<file path="config.mk">
export PLATFORM = sky130hd
export DESIGN_NAME = msp_core
export DESIGN_NICKNAME = d
export VERILOG_FILES = /design/src/design/msp_pkg.sv /design/src/design/msp_core.sv
export SDC_FILE = /design/constraint.sdc
export NUM_CORES = 1
export LEC_CHECK = 0
export ABC_AREA = 1
export BUFFER_PORTS_ARGS = -buffer_cell sky130_fd_sc_hd__buf_2
export CORE_ASPECT_RATIO = 0.8
export CORE_MARGIN = 2
export CORE_UTILIZATION = 25
export DETAILED_ROUTE_END_ITERATION = 6
export HOLD_SLACK_MARGIN = 0.15
export PLACE_DENSITY = 0.53
export SYNTH_ARGS = -nofsm -noshare
export SYNTH_HDL_FRONTEND = slang
export SYNTH_SLANG_ARGS = --single-unit
export TNS_END_PERCENT = 20
</file>
<file path="constraint.sdc">
create_clock -name clk -period 6.6 [get_ports clk]
set_input_delay 1.98 -clock clk [delete_from_list [all_inputs] [get_ports clk]]
set_output_delay 1.98 -clock clk [all_outputs]
set_load 0.1 [all_outputs]
</file>
<file path="src/design/msp_pkg.sv">
// Package for the multi-stack push block: sizing constants, status codes,
// the configuration struct and address helpers. No dependencies.
package msp_pkg;

    localparam int NUM_STACKS = 3;
    localparam int MAX_DEPTH  = 256;

    localparam int IDX_W  = $clog2(NUM_STACKS);
    localparam int FILL_W = $clog2(MAX_DEPTH + 1);
    localparam int ADDR_W = $clog2(NUM_STACKS * MAX_DEPTH);
    localparam int CAP_W  = 9;
    localparam int WORD_W = 32;
    localparam int PLACES = 3;

    localparam logic [1:0] ST_OK        = 2'd0;
    localparam logic [1:0] ST_BAD_INDEX = 2'd1;
    localparam logic [1:0] ST_FULL      = 2'd2;
    localparam logic [1:0] ST_BEYOND    = 2'd3;

    localparam logic MODE_PUSH = 1'b0;
    localparam logic MODE_READ = 1'b1;

    typedef struct packed {
        logic             clear;
        logic [CAP_W-1:0] capacity;
    } cfg_t;

    function automatic logic [ADDR_W-1:0] stack_base(input logic [IDX_W-1:0] idx);
        logic [ADDR_W+IDX_W-1:0] prod;
        prod = (ADDR_W + IDX_W)'(idx) * (ADDR_W + IDX_W)'(MAX_DEPTH);
        return prod[ADDR_W-1:0];
    endfunction

endpackage

</file>
<file path="src/design/msp_core.sv">
// Sequencer of the multi-stack block: fill counters, fill-order list, store
// access, and the result register. Depends on msp_pkg.
module msp_core
    import msp_pkg::*;
(
    input  logic                     clk,
    input  logic                     rst_n,
    input  cfg_t                     cfg,
    input  logic                     in_valid,
    output logic                     in_stall,
    input  logic                     mode,
    input  logic [1:0]               stack_index,
    input  logic signed [WORD_W-1:0] value,
    input  logic [7:0]               position,
    output logic                     out_valid,
    input  logic                     out_stall,
    output logic [1:0]               status,
    output logic [8:0]               fill,
    output logic signed [WORD_W-1:0] read_value,
    output logic [1:0]               order_first,
    output logic [1:0]               order_second,
    output logic [1:0]               order_third,
    output logic                     ram_we,
    output logic [ADDR_W-1:0]        ram_addr,
    output logic [WORD_W-1:0]        ram_wdata,
    input  logic [WORD_W-1:0]        ram_rdata
);

    localparam logic [2:0] S_IDLE   = 3'd0;
    localparam logic [2:0] S_EXEC   = 3'd1;
    localparam logic [2:0] S_RDWAIT = 3'd2;
    localparam logic [2:0] S_WALK   = 3'd3;
    localparam logic [2:0] S_DONE   = 3'd4;

    logic [2:0]          state_reg, state_next;
    logic                mode_reg;
    logic                idx_ok_reg;
    logic [IDX_W-1:0]    idx_reg;
    logic [WORD_W-1:0]   value_reg;
    logic [7:0]          pos_reg;
    logic [FILL_W-1:0]   fill_reg [NUM_STACKS];
    logic [IDX_W-1:0]    order_reg [NUM_STACKS];
    logic [IDX_W-1:0]    ptr_reg;
    logic [FILL_W-1:0]   res_fill_reg;
    logic [1:0]          res_status_reg;
    logic [WORD_W-1:0]   res_rd_reg;

    logic                out_valid_reg;
    logic [1:0]          out_status_reg;
    logic [8:0]          out_fill_reg;
    logic [WORD_W-1:0]   out_rd_reg;
    logic [1:0]          out_order_reg [PLACES];

    logic [IDX_W+1:0]    idx_wide;
    logic [FILL_W-1:0]   fill_cur;
    logic [31:0]         cap_eff;
    logic                is_full;
    logic                is_beyond;
    logic [IDX_W-1:0]    found_pos;
    logic [IDX_W:0]      walk_next;
    logic [IDX_W-1:0]    walk_other;
    logic                walk_stop;
    logic                slot_free;
    logic [FILL_W+8:0]   fill_wide;
    logic [IDX_W+1:0]    order_wide [PLACES];

    assign idx_wide  = (IDX_W + 2)'(stack_index);
    assign fill_cur  = fill_reg[idx_reg];
    assign cap_eff   = (32'(cfg.capacity) > 32'(MAX_DEPTH)) ? 32'(MAX_DEPTH)
                                                            : 32'(cfg.capacity);
    assign is_full   = 32'(fill_cur) >= cap_eff;
    assign is_beyond = (32'(pos_reg) >= 32'(fill_cur)) || (32'(pos_reg) >= 32'(MAX_DEPTH));
    assign slot_free = !out_valid_reg || !out_stall;
    assign in_stall  = (state_reg != S_IDLE);

    always_comb
    begin
        found_pos = '0;
        for (int i = 0; i < NUM_STACKS; i++)
        begin
            if (order_reg[i] == idx_reg)
            begin
                found_pos = IDX_W'(i);
            end
        end
    end

    assign walk_next  = (IDX_W + 1)'(ptr_reg) + (IDX_W + 1)'(1);
    assign walk_other = order_reg[walk_next[IDX_W-1:0]];
    assign walk_stop  = (32'(walk_next) >= 32'(NUM_STACKS))
                        || (fill_reg[walk_other] >= res_fill_reg);

    always_comb
    begin
        ram_we    = 1'b0;
        ram_addr  = stack_base(idx_reg) + ADDR_W'(pos_reg);
        ram_wdata = value_reg;
        if (state_reg == S_EXEC && idx_ok_reg && mode_reg == MODE_PUSH && !is_full)
        begin
            ram_we   = 1'b1;
            ram_addr = stack_base(idx_reg) + ADDR_W'(fill_cur);
        end
    end

    always_comb
    begin
        state_next = state_reg;
        unique case (state_reg)
            S_IDLE:
            begin
                if (in_valid)
                begin
                    state_next = S_EXEC;
                end
            end
            S_EXEC:
            begin
                if (!idx_ok_reg)
                begin
                    state_next = S_DONE;
                end
                else if (mode_reg == MODE_PUSH)
                begin
                    state_next = is_full ? S_DONE : S_WALK;
                end
                else
                begin
                    state_next = is_beyond ? S_DONE : S_RDWAIT;
                end
            end
            S_RDWAIT:
            begin
                state_next = S_DONE;
            end
            S_WALK:
            begin
                if (walk_stop)
                begin
                    state_next = S_DONE;
                end
            end
            S_DONE:
            begin
                if (slot_free)
                begin
                    state_next = S_IDLE;
                end
            end
            default:
            begin
                state_next = S_IDLE;
            end
        endcase
    end

    always_ff @(posedge clk or negedge rst_n)
    begin
        if (!rst_n)
        begin
            state_reg     <= S_IDLE;
            out_valid_reg <= 1'b0;
            ptr_reg       <= '0;
            for (int i = 0; i < NUM_STACKS; i++)
            begin
                fill_reg[i]  <= '0;
                order_reg[i] <= IDX_W'(i);
            end
        end
        else
        begin
            state_reg <= state_next;
            if (out_valid_reg && !out_stall)
            begin
                out_valid_reg <= 1'b0;
            end
            if (cfg.clear)
            begin
                for (int i = 0; i < NUM_STACKS; i++)
                begin
                    fill_reg[i] <= '0;
                end
            end
            if (state_reg == S_EXEC && ram_we)
            begin
                fill_reg[idx_reg] <= fill_cur + FILL_W'(1);
                ptr_reg           <= found_pos;
            end
            if (state_reg == S_WALK && !walk_stop)
            begin
                order_reg[walk_next[IDX_W-1:0]] <= order_reg[ptr_reg];
                order_reg[ptr_reg]              <= walk_other;
                ptr_reg                         <= walk_next[IDX_W-1:0];
            end
            if (state_reg == S_DONE && slot_free)
            begin
                out_valid_reg <= 1'b1;
            end
        end
    end

    always_comb
    begin
        fill_wide = (FILL_W + 9)'(res_fill_reg);
        for (int p = 0; p < PLACES; p++)
        begin
            order_wide[p] = (p < NUM_STACKS) ? (IDX_W + 2)'(order_reg[p % NUM_STACKS]) : '0;
        end
    end

    always_ff @(posedge clk)
    begin
        if (state_reg == S_IDLE && in_valid)
        begin
            mode_reg   <= mode;
            idx_ok_reg <= 32'(stack_index) < 32'(NUM_STACKS);
            idx_reg    <= idx_wide[IDX_W-1:0];
            value_reg  <= value;
            pos_reg    <= position;
        end
        if (state_reg == S_EXEC)
        begin
            res_rd_reg <= '0;
            if (!idx_ok_reg)
            begin
                res_status_reg <= ST_BAD_INDEX;
                res_fill_reg   <= '0;
            end
            else if (mode_reg == MODE_PUSH)
            begin
                res_status_reg <= is_full ? ST_FULL : ST_OK;
                res_fill_reg   <= is_full ? fill_cur : fill_cur + FILL_W'(1);
            end
            else
            begin
                res_status_reg <= is_beyond ? ST_BEYOND : ST_OK;
                res_fill_reg   <= fill_cur;
            end
        end
        if (state_reg == S_RDWAIT)
        begin
            res_rd_reg <= ram_rdata;
        end
        if (state_reg == S_DONE && slot_free)
        begin
            out_status_reg <= res_status_reg;
            out_fill_reg   <= fill_wide[8:0];
            out_rd_reg     <= res_rd_reg;
            for (int p = 0; p < PLACES; p++)
            begin
                out_order_reg[p] <= order_wide[p][1:0];
            end
        end
    end

    assign out_valid    = out_valid_reg;
    assign status       = out_status_reg;
    assign fill         = out_fill_reg;
    assign read_value   = out_rd_reg;
    assign order_first  = out_order_reg[0];
    assign order_second = out_order_reg[1];
    assign order_third  = out_order_reg[2];

    a_walk_tracks_pushed: assert property (@(posedge clk) disable iff (!rst_n)
        state_reg == S_WALK |-> order_reg[ptr_reg] == idx_reg)
        else $error("Walk pointer lost the pushed stack.");

    a_walk_fill_matches: assert property (@(posedge clk) disable iff (!rst_n)
        state_reg == S_WALK |-> fill_reg[idx_reg] == res_fill_reg)
        else $error("Pushed stack fill differs from the reported fill.");

    a_write_only_push: assert property (@(posedge clk) disable iff (!rst_n)
        ram_we |-> (state_reg == S_EXEC && mode_reg == MODE_PUSH && idx_ok_reg))
        else $error("Store written outside an accepted push.");

    a_done_delivers: assert property (@(posedge clk) disable iff (!rst_n)
        (state_reg == S_DONE && slot_free) |=> (state_reg == S_IDLE && out_valid_reg))
        else $error("Finished item was not delivered.");

endmodule

</file>
==> results of run 1 <==
per-stage QoR:
step	area (um^2)	worst slack (ps)
floorplan	7990	-272
global placement	9600	167
detailed placement	9600	130
CTS	10200	110
global route	10200	3.80
finish	10200	184
synth_stat cells, types with 5 or more instances:
cell      number  area share [%]
nand2_2        6            0.47
nand3_1       17             1.1
a21oi_1       16             1.0
o22ai_1        6            0.47
nor2_1        73             3.4
edfxtp_1     136              51
a22oi_1        5            0.47
nand2_1      172             8.1
ha_1          34             5.4
inv_1         87             4.1
o21ai_1       10            0.63
o21ai_0       61             3.8
clkbuf_1       8            0.38
dfrtp_1       37              12
cells in the final DEF (no fill, tap or decap), drive strengths merged:
cell type / instances
nand4: 5
o21ai: 73
nor3b: 2
bufinv: 2
xor2: 6
xnor2: 1
buf: 191
o22ai: 6
nor2: 82
inv: 95
a22oi: 5
dfstp: 2
clkinv: 9
a31oi: 1
nor3: 4
a41oi: 1
ha: 34
a21oi: 16
a2bb2oi: 1
nor4: 1
or2: 3
dfrtp: 37
a32oi: 1
nand3b: 2
nand2: 180
a21boi: 1
nand3: 21
a21o: 2
o211ai: 2
clkbuf: 19
o21a: 1
edfxtp: 136
cells by family (layout without fill, tap and decap cells):
logic type               after synthesis  count (layout)
buffers and inverters                108             316
adder cells (fa/ha/maj)               34              34
flip-flops                           175             175
AO/OA/AOI/OAI                        110             110
XOR/XNOR                               7               7
AND/OR/NAND/NOR                      300             300
what timing repair did:
| action | in CTS | in global routing |
|---|---|---|
| setup endpoints to repair | 0 | 10 |
| setup buffers | 0 | 1 |
| resized for setup | 0 | 7 |
final timing paths:
kind	end	depth (start not counted)	from	slack (ps)
setup / recovery	ram_addr[3]	15	cfg[4]	180
hold / removal	read_value[19]$_DFFE_PP_	0	res_rd_reg[19]$_SDFFCE_PN0P_	420
setup reg to reg	ptr_reg[0]$_DFFE_PN0P_	19	ptr_reg[0]$_DFFE_PN0P_	1290
hold reg to reg	read_value[19]$_DFFE_PP_	0	res_rd_reg[19]$_SDFFCE_PN0P_	420
max in group asynchronous	fill_reg[18]$_DFF_PN0_	1	rst_n	4290
min in group asynchronous	fill_reg[17]$_DFF_PN0_	1	rst_n	1690
power groups by stage:
stage | Sequential (W) | Combinational, W | Clock [W]
after floorplan | 0.00269 | 0.000826 | 0
after global placement | 0.00174 | 0.00229 | 0
after detailed placement | 0.00175 | 0.00229 | 0
after CTS | 0.00172 | 0.00230 | 0.00106
after global routing | 0.00175 | 0.00244 | 0.00111
final | 0.00172 | 0.00229 | 0.00103
layer usage:
metal  track usage [%]  share of wire (%)  up-vias
li1                  -                  -     2859
met1              18.2                 50     2698
met2              17.4                 41      217
met3              4.11                8.2       11
met4              2.95               0.73        2
met5                 0              0.065        -
layout make-up:
class | instances | area, um^2
Sequential cell | 175 | 5060
Clock buffer | 19 | 433
Inverter | 93 | 354
Tap cell | 420 | 526
Clock inverter | 13 | 158
Timing Repair Buffer | 191 | 1150
Fill cell | 3242 | 21100
Multi-Input combinational cell | 451 | 2540
==> flow_summary.json, run 1 <==
{
  "synthMuxAreaShare_pct": 0,
  "slew_headroom_pct": 24.2,
  "grt_pass1_vias": 5462,
  "mappedNetlistNets": 857,
  "clk_pin_slew_ps": 60,
  "p_total_w": 0.00503,
  "async_flop_share_pct": 22.3,
  "drt-pass1-iter-count": 5,
  "io_buffers": 182,
  "cts_sinks": 175,
  "num_antenna_cells": 0,
  "pwr-share-clk_pct": 20.4,
  "grt_max_degree": 45,
  "synth_ff_type": "edfxtp_1",
  "synth-seq-cells": 175,
  "fin_setup_tns_ps": 0,
  "leakage_nw": 4.45,
  "clk_latency_ps": 430,
  "cts_tree": "built",
  "synthesis.instances": 734,
  "synth_adder_area_share_pct": 5.35,
  "hpwl_um": 14600,
  "critPathMaxFanout": 16,
  "avgSynthCellArea_um2": 10.8,
  "hold_buffers": 0,
  "synth_compound_area_share_pct": 7.89,
  "clock_path_buffers": 2,
  "grt_pass1_wl_um": 31300,
  "hold_slack_ps": 416,
  "critical_path.top_delay_family": "simple AND/OR/NAND/NOR gates",
  "peakVddDrop_mv": 0.240,
  "gr-total-overflow": 0,
  "cp_num_buf_inv": 4,
  "initial_utilization_pct": 25.4,
  "cp_cell_sequence": "buf_2 -> or2_2 -> nor4_1 -> a41oi_1 -> inv_1 -> nand2_1 -> ha_1 -> a21oi_1 -> o21a_1 -> nand4_4 -> nor2_4 -> nand2_4 -> buf_8 -> o21ai_2 -> buf_12",
  "finalSetupViolCount": 0,
  "worstHoldPathType": "reg2reg",
  "die_area_um2": 33200,
  "fin_cells": 1362,
  "grt_usage_pct": 12.4,
  "core_area_um2": 31400,
  "finalHoldViolCount": 0,
  "die_w_um": 203,
  "synth-xor-area-share_pct": 0.960,
  "synth.distinct_cells": 50,
  "clockRootBuffer": "clkbuf_16",
  "power_density_nw_per_um2": 492,
  "worstPathArrival_ps": 4440,
  "area_growth_pct": 28.7,
  "antenna_found_initial": 1,
  "start_kind": "input pin",
  "dieHeight_um": 163,
  "synth_top_family_by_area": "simple AND/OR/NAND/NOR gates",
  "num_io_pins": 183,
  "combPwrFrac_pct": 45.4,
  "cp_slowest_cell": "ha_1",
  "netSwitchingFraction_pct": 48.2,
  "gp_congestion": 0.820,
  "drv_slew": 0,
  "end_kind": "output pin",
  "ant_nets": 0,
  "yosysSeqAreaShare_pct": 63.7,
  "crit_required_ps": 4620,
  "vias": 5787,
  "drt_iter0_markers": 367,
  "rsz0062_at_grt": "no",
  "vias_per_cell": 4.25,
  "totalWireLength_um": 20100,
  "dp.cells": 1329,
  "synth-edff-count": 136,
  "largest_reg_flops": 36,
  "crit_path_max_incr_delay_ps": 300,
  "p_seq_share_pct": 34.2,
  "fp-row-count": 58,
  "power_switching_w": 0.00243,
  "cts_buffers": 17,
  "fin_crit_ps": 6420,
  "cap_violations": 0,
  "remaining_drc_errors": 0,
  "fmax_ghz": 0.156,
  "outcome": "completed",
  "yosysWarnings": 0,
  "fin_crit_sh_pct": 97.2,
  "nNetsFinal": 1052,
  "critPathKind": "in2out",
  "intPower_w": 0.00261,
  "syn_area_um2": 7950,
  "worst_pin_slew_ps": 1130,
  "clock-skew-final_ps": 10.9,
  "synth-simple-area-share_pct": 16.8,
  "final_layout_size_suffix_gt1_share_pct": 28.7,
  "fin_util_pct": 32.6,
  "routedWlPerCell_um": 14.7,
  "h-tree-depth": 4
}
Note: power is estimated with default switching activity, not from simulation.
==> run 2, diff against run 1 <==
==> constraint.sdc (replaced) <==
create_clock -name clk -period 6.6 [get_ports clk]
set_input_delay 1.65 -clock clk [delete_from_list [all_inputs] [get_ports clk]]
set_output_delay 1.65 -clock clk [all_outputs]
set_load 0.1 [all_outputs]
==> flow_summary.json, run 2 (synthesis gave the netlist of run 1 again) <==
{
  "worst_pin_slew_ps": 1200,
  "outcome": "completed",
  "peakVddDrop_mv": 0.248,
  "cts_tree": "built",
  "nFillCells": 3267,
  "fin_crit_ps": 6220,
  "critPathMaxFanout": 19,
  "io_buffers": 182,
  "cts_sinks": 175,
  "worstPathArrival_ps": 4570,
  "finalSetupViolCount": 0,
  "p_total_w": 0.00489,
  "end_kind": "output pin",
  "die_w_um": 203,
  "nNetsFinal": 1048,
  "fin_crit_sh_pct": 94.3,
  "p_seq_share_pct": 35.2,
  "hold_buffers": 0,
  "pwr-share-clk_pct": 19.6,
  "totalWireLength_um": 20200,
  "fmax_ghz": 0.161,
  "clk_pin_slew_ps": 70,
  "finalHoldViolCount": 0,
  "intPower_w": 0.00250,
  "grt_pass1_wl_um": 31200,
  "cp_slowest_cell": "buf_2",
  "drv_slew": 0,
  "antenna_found_initial": 0,
  "start_kind": "input pin",
  "cp_num_buf_inv": 3,
  "combPwrFrac_pct": 45.2,
  "fp-row-count": 58,
  "cts_setup_buffers": 0,
  "rsz0062_at_grt": "no",
  "ant_nets": 0,
  "hpwl_um": 14500,
  "clk_latency_ps": 430,
  "clockRootBuffer": "clkbuf_16",
  "drt_iter0_markers": 290,
  "die_area_um2": 33200,
  "vias": 5764,
  "dieHeight_um": 163,
  "power_density_nw_per_um2": 492,
  "layout_common_cells": "buf_2, nand2_1, edfxtp_1",
  "hold_slack_ps": 411,
  "cts_buffers": 17,
  "fin_setup_tns_ps": 0,
  "netSwitchingFraction_pct": 48.8,
  "critPathKind": "in2out",
  "cpMostUsedCell": "buf_2",
  "routedWlPerCell_um": 14.9,
  "num_antenna_cells": 0,
  "final_common_cell": "buf_2",
  "initial_utilization_pct": 25.4,
  "grt_pass1_vias": 5489,
  "worstHoldPathType": "reg2reg",
  "grt_usage_pct": 12.3,
  "final_layout_size_suffix_gt1_share_pct": 27.1,
  "power_switching_w": 0.00239,
  "slew_headroom_pct": 20.0,
  "num_io_pins": 183,
  "grt_max_degree": 45,
  "critical_path.top_delay_family": "simple AND/OR/NAND/NOR gates",
  "crit_required_ps": 4950,
  "clock_path_buffers": 2,
  "core_area_um2": 31400,
  "h-tree-depth": 4,
  "gr-total-overflow": 0,
  "drt-pass1-iter-count": 5,
  "leakage_nw": 4.33,
  "cp_cell_sequence": "buf_2 -> or2_2 -> nor4_1 -> a41oi_1 -> inv_1 -> nand2_1 -> ha_1 -> a21oi_1 -> o21a_1 -> nand4_2 -> nor2_4 -> nand2_4 -> o21ai_0 -> buf_2",
  "largest_reg_flops": 36,
  "vias_per_cell": 4.25,
  "gp_congestion": 0.803,
  "cts-resized-gates": 0,
  "cap_violations": 0,
  "crit_path_max_incr_delay_ps": 460,
  "clock-skew-final_ps": 11.1,
  "area_growth_pct": 24.9,
  "remaining_drc_errors": 0
}
-- run 2: cell types whose count changed in the layout (fill, tap and decap cells not counted), moves of 2 or more --
| cell | before | now |
|---|---|---|
| clkinv_4 | 2 | 4 |
| inv_8 | 2 | 0 |
| o21ai_4 | 3 | 1 |
| buf_4 | 8 | 5 |
| o21ai_2 | 6 | 1 |
| o21ai_0 | 52 | 61 |
| clkinvlp_4 | 0 | 2 |
| o21ai_1 | 12 | 10 |
| buf_12 | 11 | 1 |
| nor2_1 | 69 | 71 |
| buf_2 | 171 | 181 |
| nor2_2 | 6 | 4 |
-- run 2: worst register-to-register path: cells and delay by family, from the launching register on --
family / cells / cell delay [ps]
buf+inv: 4 / 940
flops: 1 / 610
compound gates: 3 / 480
simple gates: 11 / 1880
fa+ha+maj: 2 / 710
-- run 2: worst paths after layout --
kind	start	end	slack, ps	cells after the start
worst max-delay path	cfg[4]	ram_addr[2]	380	14
worst min-delay path	res_rd_reg[15]$_SDFFCE_PN0P_	read_value[15]$_DFFE_PP_	410	0
worst max register to register	ptr_reg[0]$_DFFE_PN0P_	ptr_reg[1]$_DFFE_PN0P_	1920	20
worst min register to register	res_rd_reg[15]$_SDFFCE_PN0P_	read_value[15]$_DFFE_PP_	410	0
max in group asynchronous	rst_n	state_reg[1]$_DFFE_PN0P_	4590	1
min in group asynchronous	rst_n	fill_reg[26]$_DFF_PN0_	1380	1
-- run 2: stage by stage --
step,instance area (um^2),cells,util [%],worst slack [ps]
floorplan,7950,734,-,-711
global placement,9380,1326,29.9,569
detailed placement,9380,1326,29.9,398
CTS,9930,1357,31.7,370
global route,9930,1357,31.7,166
finish,9930,1357,31.7,375
-- run 2: cell type report --
cell class / count / area, um^2 / area share [%]
Sequential cell: 175 / 5060 / 51.0
Multi-Input combinational cell: 451 / 2480 / 25.0
Timing Repair Buffer: 187 / 963 / 9.70
Tap cell: 420 / 526 / 5.29
Clock buffer: 18 / 429 / 4.32
Inverter: 93 / 354 / 3.57
Clock inverter: 13 / 116 / 1.17
-- run 2: per-layer routing --
layer,wire [um],vias up,track usage [%]
met5,0,-,0
met4,145,0,2.99
met3,1760,13,4.43
met2,8140,241,17.0
met1,10100,2667,18.1
li1,-,2843,-
-- run 2: power by group through the flow --
stage / clock (W) / combinational (W) / sequential [W]
3_3_place_gp: 0 / 0.00222 / 0.00174
4_1_cts: 0.000995 / 0.00224 / 0.00172
3_5_place_dp: 0 / 0.00223 / 0.00175
5_1_grt: 0.00103 / 0.00238 / 0.00175
2_1_floorplan: 0 / 0.000815 / 0.00269
6_report: 0.000957 / 0.00221 / 0.00172
==> run 3, diff against run 2 <==
--- a/config.mk
+++ b/config.mk
@@ -5,7 +5,6 @@
 export SDC_FILE = /design/constraint.sdc
 export NUM_CORES = 1
 export LEC_CHECK = 0
-export ABC_AREA = 1
 export BUFFER_PORTS_ARGS = -buffer_cell sky130_fd_sc_hd__buf_2
 export CORE_ASPECT_RATIO = 0.8
 export CORE_MARGIN = 2
==> flow_summary.json, run 3 <==
{
  "outcome": "completed",
  "finalSetupViolCount": 0,
  "cts_buffers": 17,
  "leakage_nw": 4.19,
  "cts_sinks": 175,
  "cp_cell_sequence": "mux2i_1 -> a2bb2oi_2 -> inv_1 -> ha_1 -> nand4_1 -> or2_2 -> o2111ai_1 -> buf_4 -> clkinv_2 -> nand2_1 -> xnor2_1 -> buf_12",
  "cap_violations": 0,
  "synthTopCellsByCount": "edfxtp_1, o21ai_0, nand2_1",
  "num_antenna_cells": 0,
  "ant_nets": 0,
  "clock_path_buffers": 2,
  "vias": 5261,
  "p_seq_share_pct": 38.4,
  "grt_usage_pct": 12.4,
  "worstPathArrival_ps": 4130,
  "h-tree-depth": 4,
  "power_density_nw_per_um2": 454,
  "clockRootBuffer": "clkbuf_16",
  "clock-skew-final_ps": 13.6,
  "num_io_pins": 183,
  "area_growth_pct": 25.5,
  "power_switching_w": 0.00209,
  "synth.distinct_cells": 60,
  "totalWireLength_um": 19800,
  "mappedNetlistNets": 713,
  "finalHoldViolCount": 0,
  "drt_iter0_markers": 345,
  "synthesis.instances": 590,
  "grt_max_degree": 49,
  "grt_pass1_wl_um": 30700,
  "vias_per_cell": 4.34,
  "intPower_w": 0.00238,
  "nNetsFinal": 902,
  "final_layout_size_suffix_gt1_share_pct": 32.8,
  "async_flop_share_pct": 22.3,
  "netlist.area_leader.share_pct": 52.0,
  "yosysWarnings": 0,
  "synth.area.top_cells": "edfxtp_1, dfrtp_1, ha_1",
  "peakVddDrop_mv": 0.198,
  "yosysMostFrequentCell": "edfxtp_1",
  "clk_pin_slew_ps": 70,
  "remaining_drc_errors": 0,
  "clk_latency_ps": 440,
  "cts_setup_buffers": 0,
  "critPathKind": "reg2out",
  "yosysSeqAreaShare_pct": 64.5,
  "start_kind": "flop",
  "dieHeight_um": 162,
  "fmax_ghz": 0.173,
  "core_area_um2": 31200,
  "synth_ff_type": "edfxtp_1",
  "routedWlPerCell_um": 16.4,
  "grt_pass1_vias": 5160,
  "fp-row-count": 58,
  "fin_crit_ps": 5780,
  "synth-edff-count": 136,
  "cp_num_buf_inv": 4,
  "gp_congestion": 0.775,
  "die_w_um": 202,
  "worst_pin_slew_ps": 1010,
  "avgSynthCellArea_um2": 13.3,
  "io_buffers": 182,
  "largest_reg_flops": 36,
  "end_kind": "output pin",
  "final_common_cell": "buf_2",
  "fin_setup_tns_ps": 0,
  "drt-pass1-iter-count": 5,
  "netSwitchingFraction_pct": 46.8,
  "cp_slowest_cell": "edfxtp_1",
  "syn_area_um2": 7850,
  "layout_common_cells": "buf_2, edfxtp_1, nand2_1, o21ai_0, dfrtp_1",
  "antenna_found_initial": 0,
  "cts_tree": "built",
  "cts-resized-gates": 0,
  "drv_slew": 0,
  "fin_crit_sh_pct": 87.6,
  "critical_path.top_delay_family": "flip-flops",
  "p_total_w": 0.00447,
  "initial_utilization_pct": 25.2,
  "crit_required_ps": 4950,
  "combPwrFrac_pct": 39.5,
  "rsz0062_at_grt": "no",
  "worstHoldPathType": "reg2reg",
  "synth-seq-cells": 175,
  "hold_buffers": 0,
  "die_area_um2": 32800,
  "crit_path_max_incr_delay_ps": 960,
  "critPathMaxFanout": 20,
  "gr-total-overflow": 0,
  "hpwl_um": 14200,
  "pwr-share-clk_pct": 22.1,
  "synth_top_area_cell": "edfxtp_1",
  "slew_headroom_pct": 32.4
}
run 3: cell count changes after synthesis, sizes merged, moves of 7 or more:
cell,delta
nand2,-134
inv,-67
nor2,-60
and2,+36
mux2i,+29
o21ai,-28
a21o,+13
nor3,+10
xnor2,+10
nor2b,+7
run 3: kinds of logic after synthesis:
| family | after synthesis | synth area share, % |
|---|---|---|
| DFF | 175 | 64.5 |
| AOI/OAI and AO/OA | 108 | 8.96 |
| adders and majority gates | 34 | 5.42 |
| and+or+nand+nor | 175 | 11.9 |
| xor gates and xnor gates | 15 | 1.67 |
| muxes | 34 | 4.42 |
| buffers and inverters | 49 | 3.12 |
run 3: power by group through the flow:
stage               clock network, W  registers [W]  logic, W
floorplan                          0        0.00256  0.000598
global placement                   0        0.00173   0.00178
finish                      0.000987        0.00171   0.00177
CTS                          0.00103        0.00172   0.00179
detailed placement                 0        0.00174   0.00178
global route                 0.00107        0.00175   0.00186
run 3: area by class of cell:
cell class                 instances  area [um^2]
timing repair buffer             193         1010
tap                              420          526
multi-input combinational        366         2570
sequential                       175         5060
inverter                          26          104
clock buffer                      18          429
clock inverter                    14          149
fill                            3183        21400
run 3: per-layer routing:
layer / global-route usage [%] / wire length, um
met1: 18.3 / 10100
met2: 17.8 / 8370
met3: 3.34 / 1240
met4: 3.38 / 157
met5: 0 / 0
run 3: worst paths after layout:
path | from | to | slack (ps) | cells past startpoint
setup / recovery | idx_reg[1]$_DFFE_PP_ | ram_addr[9] | 820 | 12
hold / removal | res_rd_reg[11]$_SDFFCE_PN0P_ | read_value[11]$_DFFE_PP_ | 410 | 0
setup reg to reg | ptr_reg[0]$_DFFE_PN0P_ | order_reg[5]$_DFFE_PN0P_ | 1930 | 14
hold reg to reg | res_rd_reg[11]$_SDFFCE_PN0P_ | read_value[11]$_DFFE_PP_ | 410 | 0
max in group asynchronous | rst_n | fill_reg[8]$_DFF_PN0_ | 4620 | 1
min in group asynchronous | rst_n | fill_reg[14]$_DFF_PN0_ | 1370 | 1
run 3: stage by stage:
stage,cell area (um^2),utilization (%),cells,hold WS (ps),setup slack (ps)
finish,9850,31.6,1212,414,819
CTS,9850,31.6,1212,420,815
global placement,9270,29.7,1180,401,1050
floorplan,7850,-,590,400,-253
global route,9850,31.6,1212,428,571
detailed placement,9270,29.7,1180,405,1040
